[src/hdl/tlbf_pkg.sv]
package tlbf_pkg;

	localparam int unsigned PAGE_W  = 20;
	localparam int unsigned FRAME_W = 20;
	localparam int unsigned CNT_W   = 32;

	typedef enum logic [1:0] {
		ACT_LOOKUP   = 2'd0,
		ACT_INSERT   = 2'd1,
		ACT_INV_PAGE = 2'd2,
		ACT_INV_ALL  = 2'd3
	} action_t;

	// request transfer payload
	typedef struct packed {
		action_t              action;
		logic [PAGE_W-1:0]    page_in;
		logic [FRAME_W-1:0]   frame_in;
	} req_t;

	// response transfer payload
	typedef struct packed {
		logic                 hit;
		logic [FRAME_W-1:0]   frame_out;
		logic [CNT_W-1:0]     lookup_count;
		logic [CNT_W-1:0]     hit_count;
		logic [CNT_W-1:0]     miss_count;
		logic [CNT_W-1:0]     insert_count;
	} rsp_t;

	// command broadcast to every cell, with the chain-wide summaries
	typedef struct packed {
		logic                 en;
		action_t              action;
		logic [PAGE_W-1:0]    page;
		logic [FRAME_W-1:0]   frame;
		logic                 full;
		logic                 any_match_all;
		logic                 any_hole_all;
	} cmd_t;

	// carried from each cell to the next one up
	typedef struct packed {
		logic                 any_match;
		logic                 any_hole;
		logic [FRAME_W-1:0]   frame;
	} link_t;

endpackage

[src/hdl/tlbf_cell.sv]
module tlbf_cell
	import tlbf_pkg::*;
#(
	parameter int unsigned ENTRIES = 16,
	parameter int unsigned INDEX   = 0,
	localparam int unsigned PTR_W  = $clog2(ENTRIES)
) (
	input  logic             clk,
	input  logic             arst_n,
	input  cmd_t             cmd,
	input  logic [PTR_W-1:0] ptr,
	input  link_t            link_in,
	output link_t            link_out,
	output logic             valid
);

	localparam logic [PTR_W-1:0] IDX = PTR_W'(INDEX);

	logic               valid_q;
	logic [PAGE_W-1:0]  page_q;
	logic [FRAME_W-1:0] frame_q;

	logic eq, match, eligible, hole;
	logic is_insert, upd, fill, fifo_wr;

	// local compare and hole check
	always_comb begin
		eq       = (page_q == cmd.page);
		match    = valid_q && eq;
		eligible = cmd.full || (IDX < ptr);
		hole     = !valid_q && eligible;
	end

	// pass the chain on: lowest match/hole claims, highest match frame wins
	always_comb begin
		link_out.any_match = link_in.any_match | match;
		link_out.any_hole  = link_in.any_hole | hole;
		link_out.frame     = match ? frame_q : link_in.frame;
	end

	// write decisions for this entry
	always_comb begin
		is_insert = cmd.en && (cmd.action == ACT_INSERT);
		upd       = is_insert && match && !link_in.any_match;
		fill      = is_insert && !cmd.any_match_all && hole && !link_in.any_hole;
		fifo_wr   = is_insert && !cmd.any_match_all && !cmd.any_hole_all && (IDX == ptr);
	end

	always_ff @(posedge clk or negedge arst_n) begin
		if (!arst_n) begin
			valid_q <= 1'b0;
		end else if (cmd.en) begin
			if (cmd.action == ACT_INV_ALL) begin
				valid_q <= 1'b0;
			end else if (cmd.action == ACT_INV_PAGE && eq) begin
				valid_q <= 1'b0;
			end else if (fill || fifo_wr) begin
				valid_q <= 1'b1;
			end
		end
	end

	// tag and data, no reset
	always_ff @(posedge clk) begin
		if (fill || fifo_wr) begin
			page_q <= cmd.page;
		end
		if (upd || fill || fifo_wr) begin
			frame_q <= cmd.frame;
		end
	end

	assign valid = valid_q;

endmodule

[src/hdl/fully_associative_tlb_fifo.sv]
// A request sits in the command stage until the output register takes its response.
// Throughput: one request per cycle while responses are taken; the limit is the
//   combinational compare and priority chain running through all ENTRIES cells.
// Reset (arst_n, asynchronous): clears valid bits, FIFO pointer, replacement mode
//   and the four counters at once; tags and frames are left as they are.
module fully_associative_tlb_fifo
	import tlbf_pkg::*;
#(
	parameter int unsigned ENTRIES = 16
) (
	input  logic clk,
	input  logic arst_n,
	input  logic req_valid,
	output logic req_stall,
	input  req_t req,
	output logic rsp_valid,
	input  logic rsp_stall,
	output rsp_t rsp
);

	localparam int unsigned PTR_W = $clog2(ENTRIES);
	localparam logic [PTR_W-1:0] PTR_LAST = PTR_W'(ENTRIES - 1);

	logic             cmd_valid_q;
	req_t             cmd_q;
	logic [PTR_W-1:0] ptr_q;
	logic             full_q;
	logic [CNT_W-1:0] lookups_q, hits_q, misses_q, inserts_q;
	logic             rsp_valid_q;
	rsp_t             rsp_q;

	logic             accept, finish;
	cmd_t             cmd;
	link_t            link [ENTRIES+1];
	logic [ENTRIES-1:0] entry_valid;
	logic             is_lookup, is_insert, hit, fifo_wr;

	// handshake: command stage frees when its response goes to the output register
	assign finish    = cmd_valid_q && (!rsp_valid_q || !rsp_stall);
	assign req_stall = cmd_valid_q && !finish;
	assign accept    = req_valid && !req_stall;

	// broadcast to the cells
	always_comb begin
		cmd.en            = finish;
		cmd.action        = cmd_q.action;
		cmd.page          = cmd_q.page_in;
		cmd.frame         = cmd_q.frame_in;
		cmd.full          = full_q;
		cmd.any_match_all = link[ENTRIES].any_match;
		cmd.any_hole_all  = link[ENTRIES].any_hole;
	end

	assign link[0] = '0;

	for (genvar i = 0; i < ENTRIES; i++) begin : g_cell
		tlbf_cell #(
			.ENTRIES (ENTRIES),
			.INDEX   (i)
		) u_cell (
			.clk      (clk),
			.arst_n   (arst_n),
			.cmd      (cmd),
			.ptr      (ptr_q),
			.link_in  (link[i]),
			.link_out (link[i+1]),
			.valid    (entry_valid[i])
		);
	end

	always_comb begin
		is_lookup = (cmd_q.action == ACT_LOOKUP);
		is_insert = (cmd_q.action == ACT_INSERT);
		hit       = is_lookup && link[ENTRIES].any_match;
		fifo_wr   = is_insert && !link[ENTRIES].any_match && !link[ENTRIES].any_hole;
	end

	// command stage
	always_ff @(posedge clk or negedge arst_n) begin
		if (!arst_n) begin
			cmd_valid_q <= 1'b0;
		end else begin
			cmd_valid_q <= accept || (cmd_valid_q && !finish);
		end
	end

	always_ff @(posedge clk) begin
		if (accept) begin
			cmd_q <= req;
		end
	end

	// FIFO pointer, replacement mode and counters
	always_ff @(posedge clk or negedge arst_n) begin
		if (!arst_n) begin
			ptr_q     <= '0;
			full_q    <= 1'b0;
			lookups_q <= '0;
			hits_q    <= '0;
			misses_q  <= '0;
			inserts_q <= '0;
		end else if (finish) begin
			if (fifo_wr) begin
				if (ptr_q == PTR_LAST) begin
					ptr_q  <= '0;
					full_q <= 1'b1;
				end else begin
					ptr_q <= ptr_q + PTR_W'(1);
				end
			end
			lookups_q <= lookups_q + CNT_W'(is_lookup);
			hits_q    <= hits_q + CNT_W'(hit);
			misses_q  <= misses_q + CNT_W'(is_lookup && !hit);
			inserts_q <= inserts_q + CNT_W'(is_insert);
		end
	end

	// output register
	always_ff @(posedge clk or negedge arst_n) begin
		if (!arst_n) begin
			rsp_valid_q <= 1'b0;
		end else begin
			rsp_valid_q <= finish || (rsp_valid_q && rsp_stall);
		end
	end

	always_ff @(posedge clk) begin
		if (finish) begin
			rsp_q.hit          <= hit;
			rsp_q.frame_out    <= hit ? link[ENTRIES].frame : '0;
			rsp_q.lookup_count <= lookups_q + CNT_W'(is_lookup);
			rsp_q.hit_count    <= hits_q + CNT_W'(hit);
			rsp_q.miss_count   <= misses_q + CNT_W'(is_lookup && !hit);
			rsp_q.insert_count <= inserts_q + CNT_W'(is_insert);
		end
	end

	assign rsp_valid = rsp_valid_q;
	assign rsp       = rsp_q;

	// checks
	a_ptr_range: assert property (@(posedge clk) disable iff (!arst_n)
		ptr_q <= PTR_LAST) else $error("FIFO pointer out of range");

	a_full_sticky: assert property (@(posedge clk) disable iff (!arst_n)
		full_q |=> full_q) else $error("replacement mode dropped");

	a_insert_valid: assert property (@(posedge clk) disable iff (!arst_n)
		finish && is_insert |=> (|entry_valid)) else $error("insert left no valid entry");

	a_inv_all: assert property (@(posedge clk) disable iff (!arst_n)
		finish && (cmd_q.action == ACT_INV_ALL) |=> (entry_valid == '0))
		else $error("invalidate all left a valid entry");

	a_hit_lookup_only: assert property (@(posedge clk) disable iff (!arst_n)
		finish && !is_lookup |=> !rsp_q.hit) else $error("hit on a non-lookup");

endmodule
[config.mk]
export PLATFORM = sky130hd
export DESIGN_NAME = fully_associative_tlb_fifo
export DESIGN_NICKNAME = d
export VERILOG_FILES = /design/src/hdl/tlbf_pkg.sv /design/src/hdl/tlbf_cell.sv /design/src/hdl/fully_associative_tlb_fifo.sv
export SDC_FILE = /design/constraint.sdc
export NUM_CORES = 1
export LEC_CHECK = 0
export ABC_AREA = 1
export BUFFER_PORTS_ARGS = -buffer_cell sky130_fd_sc_hd__buf_2
export CORE_MARGIN = 5
export CORE_UTILIZATION = 35
export DETAILED_ROUTE_END_ITERATION = 10
export GPL_TIMING_DRIVEN = 0
export HOLD_SLACK_MARGIN = 0.06
export PLACE_DENSITY_LB_ADDON = 0.1
export SLEW_MARGIN = 10
export SYNTH_ARGS = -nofsm -noshare
export SYNTH_HDL_FRONTEND = slang
export SYNTH_SLANG_ARGS = --single-unit
[constraint.sdc]
create_clock -name clk -period 9 [get_ports clk]
set_clock_uncertainty 0.1 [all_clocks]
set_input_delay 0.45 -clock clk [delete_from_list [all_inputs] [get_ports clk]]
set_output_delay 0.45 -clock clk [all_outputs]
set_load 0.1 [all_outputs]
### After elaboration in Yosys (flattened, before gate mapping)

Cells that the tools add are included.

| operators by class | value |
|---|---|
| equality and inequality tests | 35 |
| bitwise gates (word level) | 30 |
| reductions and logical operators | 293 |
| multiplexer cells | 65 |
| $lt $le $gt $ge | 16 |
| $add $sub $neg | 5 |

Operators with widths:

| cell | number |
|---|---|
| 20-bit equality test | 16 |
| 20-bit 2-to-1 mux | 16 |
| 1-bit logical AND | 137 |
| 32-bit by 1-bit adder with 32-bit output | 4 |
| 1-bit logical OR | 67 |
| 1-bit logical NOT | 53 |
| 1-bit 2-to-1 mux | 48 |
| 3-bit nonzero test | 16 |
| 2-bit AND reduction | 17 |
| 4-bit equality test (first input constant) | 8 |
| 4-bit < comparator (first input constant) | 8 |
| 1-bit OR | 30 |
| 3-bit by 4-bit equality test with 1-bit output (first input constant) | 4 |
| 3-bit by 4-bit < comparator with 1-bit output (first input constant) | 4 |
| 2-bit by 4-bit equality test with 1-bit output (first input constant) | 2 |
| 1-bit by 4-bit < comparator with 1-bit output (first input constant) | 2 |
| 2-bit by 4-bit < comparator with 1-bit output (first input constant) | 2 |
| 4-bit by 1-bit adder with 4-bit output (second input constant) | 1 |
| 1-bit by 4-bit equality test with 1-bit output (first input constant) | 1 |
| 2-bit equality test (second input constant) | 2 |
| 4-bit equality test (second input constant) | 1 |
| 4-bit logical NOT | 1 |
| 4-bit 2-to-1 mux | 1 |
| 3-bit AND reduction | 1 |
| other kinds (2) | 2 |

| storage, ports and cells | value |
|---|---|
| input bits | 46 |
| register bits | 982 |
| word-level logic and storage cells | 509 |

### Longest topological paths before layout

| depth | value |
|---|---|
| word-level depth | 25 |
| gate-level depth with buffers | 38 |
| depth with buffers taken out | 36 |

### By module

Synthesis repeated with hierarchy kept, for this count alone.

| unflattened totals | value |
|---|---|
| cells, all modules | 5,238 |
| area total of the unflattened synthesis | 47,867.2 µm² |

Modules (own cells, without submodules):

| module | area each (µm²) | times used | cells each |
|---|---|---|---|
| fully_associative_tlb_fifo | 15,041.9 | 1 | 1,583 |
| tlbf_cell (g_cell[10].u_cell) | 2,173.3 | 1 | 255 |
| tlbf_cell (g_cell[6].u_cell) | 2,169.6 | 1 | 259 |
| tlbf_cell (g_cell[4].u_cell) | 2,053.2 | 1 | 227 |
| tlbf_cell (g_cell[8].u_cell) | 2,053.2 | 1 | 228 |
| tlbf_cell (g_cell[14].u_cell) | 2,047.0 | 1 | 226 |
| tlbf_cell (g_cell[5].u_cell) | 2,039.5 | 1 | 223 |
| tlbf_cell (g_cell[0].u_cell) | 2,037.0 | 1 | 227 |
| tlbf_cell (g_cell[13].u_cell) | 2,037.0 | 1 | 224 |
| tlbf_cell (g_cell[9].u_cell) | 2,037.0 | 1 | 222 |
| tlbf_cell (g_cell[12].u_cell) | 2,030.7 | 1 | 224 |
| tlbf_cell (g_cell[11].u_cell) | 2,028.2 | 1 | 224 |
| tlbf_cell (g_cell[7].u_cell) | 2,028.2 | 1 | 221 |
| tlbf_cell (g_cell[1].u_cell) | 2,025.7 | 1 | 224 |
| +3 rows | - | - | - |

### Least setup slack after synthesis

Ideal clock, no wire load.

| timing path | value |
|---|---|
| path kind | register -> register |
| start point | register rsp_valid_q (netlist: rsp_valid) |
| end point | register rsp_q, in the netlist rsp[0], enable pin |
| library setup time | 571 ps |
| required time | 8,329 ps |
| cell stages (with the launch flop) | 7 |
| data arrival time | 5,968 ps |
| period minus slack after synthesis | 6,640 ps |
| slack | 2,360 ps |
| path through | dfrtp_1 > nand2_1 > nand2_1 > inv_1 > clkbuf_1 > clkbuf_1 > clkbuf_1 |

RTL lines:

| item | RTL line | RTL |
|---|---|---|
| start: declaration | fully_associative_tlb_fifo.sv:29 | `logic rsp_valid_q;` |
| start signal: assignment | fully_associative_tlb_fifo.sv:123 | `rsp_valid_q <= finish \|\| (rsp_valid_q && rsp_stall);` |
| end: declaration | fully_associative_tlb_fifo.sv:30 | `rsp_t rsp_q;` |

### Worst setup path after layout

| timing path | value |
|---|---|
| start point | register cmd_q, in the netlist cmd[34] |
| end point | register hits_q[31] |

| on the way | value |
|---|---|
| cells in the longest elaborated chain, start to end | 19 |
| elaborated cells between the ends (all ways) | 49 |

RTL lines:

| item | RTL line | RTL |
|---|---|---|
| start: declaration | fully_associative_tlb_fifo.sv:25 | `req_t cmd_q;` |
| start signal: assignment | fully_associative_tlb_fifo.sv:89 | `cmd_q <= req;` |
| 20-bit equality test | tlbf_cell.sv:28 | `eq = (page_q == cmd.page);` |
| 1-bit logical AND | tlbf_cell.sv:29 | `match = valid_q && eq;` |
| 1-bit OR (14 in a row) | tlbf_cell.sv:36 | `link_out.any_match = link_in.any_match \| match;` |
| 1-bit OR * | tlbf_cell.sv:36 |  |
| 1-bit logical AND * | fully_associative_tlb_fifo.sv:74 | `hit = is_lookup && link[ENTRIES].any_match;` |
| named net hit | fully_associative_tlb_fifo.sv:36 | `logic is_lookup, is_insert, hit, fifo_wr;` |
| 32-bit by 1-bit adder with 32-bit output * | fully_associative_tlb_fifo.sv:112 | `hits_q <= hits_q + CNT_W'(hit);` |
| end signal: assignment | fully_associative_tlb_fifo.sv:112 |  |
| end: declaration | fully_associative_tlb_fifo.sv:28 | `logic [CNT_W-1:0] lookups_q, hits_q, misses_q, inserts_q;` |

Mark *: on every way through the listed nets, which the timed path passes. The rest lies on a longest branch.
A chain may end at the register's enable or synchronous reset.

==> key figures <==
Synthesis
  – Synthesized instance count: 3823
  – Post-synth EDFFs: 831
  – Synth Register Bits: 982
  – Primary FF master, synth: edfxtp_1
  – Area share of the largest cell type after synthesis: 0.582
  – Syn Std Cell Area: 42800 um2
  – Ys Warns: 0
  – Post-synthesis sequential area ratio: 0.671
  – Distinct cells, synth: 55
  – Post-synth top cells: nand2_1 (1059), edfxtp_1 (831), inv_1 (323)
  – Most common cell in the synthesized netlist: nand2_1
  – Async SR Flop Fraction: 0.154
  – Synth Area per Inst: 11.2 um2
  – Synth area leader: edfxtp_1
  – Largest cells by area after synthesis: edfxtp_1 (58%), nand2_1 (9.3%), dfrtp_1 (8.8%)
  – Synthesized Nets: 3880

Hold path
  – Type of the worst min-delay path: input pin to async pin

Worst setup path
  – Critical Path Fanout Max: 17
  – CP max stage delay: 0.74 ns
  – Crit Path Class: flip-flop to flip-flop
  – RR Endpoint: hits_q[31]
  – Top cell by count, worst path: nand2_1
  – CP Launch Type: flip-flop
  – Critical path origin: cmd[34]
  – CP required: 9.52 ns
  – Worst R2R Setup Slack: 0.88 ns
  – Nature of the critical path endpoint: flip-flop
  – Reg-to-Reg Start: cmd[34]
  – Reg2Reg Depth: 28
  – CP arrival: 8.64 ns
  – CP max-delay cell: nor4_1
  – Crit path to: hits_q[31]

Power and ir drop
  – Cell Pwr Density: 228 nW/um2
  – Maximum VDD drop: 0.201 mV
  – Logic pwr share: 0.130
  – Flop pwr share: 0.479
  – Leak: 19.8 nW
  – Sw Ratio: 0.284
  – Clock Power Share: 0.391
  – Internal power: 8.22 mW
  – P_sw: 3.25 mW

Global route
  – Largest net degree at the start of global routing: 95
  – Grt ovf: 0
  – Initial antenna violation count: 0
  – Number of global-route vias before repair: 26767
  – GR Util All Layers: 0.158
  – Global-route wire length before repair: 160000 um

Route
  – Residual DRC count: 0
  – Vias per Instance: 4.50
  – Drt wl/cell: 17.4 um
  – TritonRoute pass-1 iters: 5
  – ANT nets after route: 0
  – Iteration-0 DRC Markers: 1536
  – Vias: 26681
  – DRT Wirelength: 103000 um

Die
  – Ports: 197
  – Die height: 360 um
  – Starting Density: 0.352
  – Die ar.: 130000 um2
  – Die X: 360 um
  – Core Footprint: 122000 um2
  – Row cnt: 128

Finish
  – Final net count: 4259
  – Layout Utilization: 0.414
  – Area growth syn-to-layout: 17.6%
  – # fillers: 11600
  – Ratio of cells with drive above 1 in the final layout: 0.158
  – ANT cells: 0

Placed design
  – Gp weighted congestion: 0.790
  – I/O Buffers: 196
  – Dpl ws: 0.168 ns
  – HPWL Detailed: 73200 um

Timing
  – Fin. Hold Viols: 0
  – Final Cycle Share: 0.903
  – Slew HR: 0.202
  – Setup repair after global routing missed its margin: false
  – # setup viols final: 0
  – Worst Setup Slack, final: 0.877 ns
  – Final min period: 8.12 ns
  – Worst slew pin tran: 1.19 ns
  – FMAX: 123 MHz
  – Final Max Tran Viols: 0

Clock tree
  – CTS sink cnt: 982
  – CTS Buf Count: 112
  – Clock tree buffer depth: 3
  – H-tree level count: 3
  – Clock transition at path regs: 0.06 ns
  – Worst-Skew Late Latency: 0.68 ns
  – CTS tree: yes
  – Root Buffer: clkbuf_16

Run
  – Max-Cap Viols: 0

Status
  – Outcome: finished clean
[placed cells by master (no fill, tap or decap), drive strengths merged, types with 6 or more instances in the layout]
cell and instances:
edfxtp 831, inv 350, clkbuf 256, ha 11
dfrtp 151, nand3 243, dlygate4sd3 46, nand2 1067
nand4 66, o21ai 202, or2 185, o2111ai 7
o311ai 8, buf 266, a21oi 32, nor3 59
clkinv 47, xor2 151, nor2 115, bufinv 10
xnor2 130, nand3b 6, nor4 32
[routing by layer]
| layer | global-route usage | vias up | wire, um |
|---|---|---|---|
| met5 | 0 | - | 0 |
| met1 | 0.223 | 12496 | 49700 |
| li1 | - | 13608 | - |
| met4 | 0.0425 | 0 | 2090 |
| met3 | 0.0247 | 132 | 4170 |
| met2 | 0.255 | 445 | 46900 |
[how the worst min path moves through the flow]
stage	end	slack, ns	depth (start not counted)
6_report	inserts_q[21]	0.22	2
5_1_grt	inserts_q[21]	0.27	2
4_1_cts	inserts_q[9]	0.19	2
3_5_place_dp	inserts_q[21]	0.34	1
3_3_place_gp	rsp_valid	0.37	2
2_1_floorplan	cmd_valid_q	0.05	0
[state kept, by name, indices dropped and copies added (netlist names), 4 cells and up]
register / flops
g_cell.u_cell.frame_q: 320
g_cell.u_cell.page_q: 320
rsp: 149
cmd: 42
hits_q: 32
inserts_q: 32
lookups_q: 32
misses_q: 32
g_cell.u_cell.valid: 16
ptr_q: 4
[metrics by stage]
stage	instances	hold slack, ns	power (mW)	cell area [um2]	TNS, ns
5_1_grt	5924	0.266	12.0	50400	0
2_1_floorplan	3823	0.0544	6.70	42800	0
3_3_place_gp	5644	0.368	7.08	45900	-53.36
4_1_cts	5923	0.193	11.7	50400	0
3_5_place_dp	5666	0.335	7.09	46300	0
6_report	5924	0.221	11.5	50400	0
[repair_timing]
action | CTS | global route
resized for setup | 0 | 2
endpoints found under the hold margin | 101 | 0
endpoints found under the setup margin | 0 | 7
hold buffers | 46 | 0
setup buffers | 0 | 1
[critical path: cells and delay by family (launching register included)]
kind,cells,cell delay (ns)
buf+inv,8,1.98
fa+ha+maj,1,0.21
flops,1,0.72
simple gates,17,4.60
xor+xnor,1,0.26
compound gates,1,0.16
[cell families (layout without fill, tap and decap cells)]
group	after synthesis	after routing	synth area share
and+or+nand+nor	1782	1782	0.188
DFF	982	982	0.671
buffers and inverters	501	977	0.0467
xor gates and xnor gates	281	281	0.0574
AOI/OAI and AO/OA	266	266	0.0341
adders and majority gates	11	11	0.00321
[cell type report]
class / count / area, um2 / area share
plain buffers: 155 / 704 / 0.0140
clock buffers: 148 / 3050 / 0.0605
clock inverters: 63 / 581 / 0.0115
inverters: 346 / 1300 / 0.0258
multi-input cells: 2340 / 12300 / 0.243
flip-flops and latches: 982 / 28700 / 0.570
well taps: 1625 / 2030 / 0.0403
repair buffers: 265 / 1740 / 0.0346
[power by group through the flow]
stage | registers, mW | clock network [mW] | logic, mW
after global placement | 5.61 | 0 | 1.47
after global routing | 5.53 | 4.84 | 1.61
after detailed placement | 5.59 | 0 | 1.50
after CTS | 5.50 | 4.65 | 1.51
final | 5.49 | 4.49 | 1.49
after floorplan | 6.21 | 0 | 0.484
Note: power is estimated with default switching activity, not from simulation.
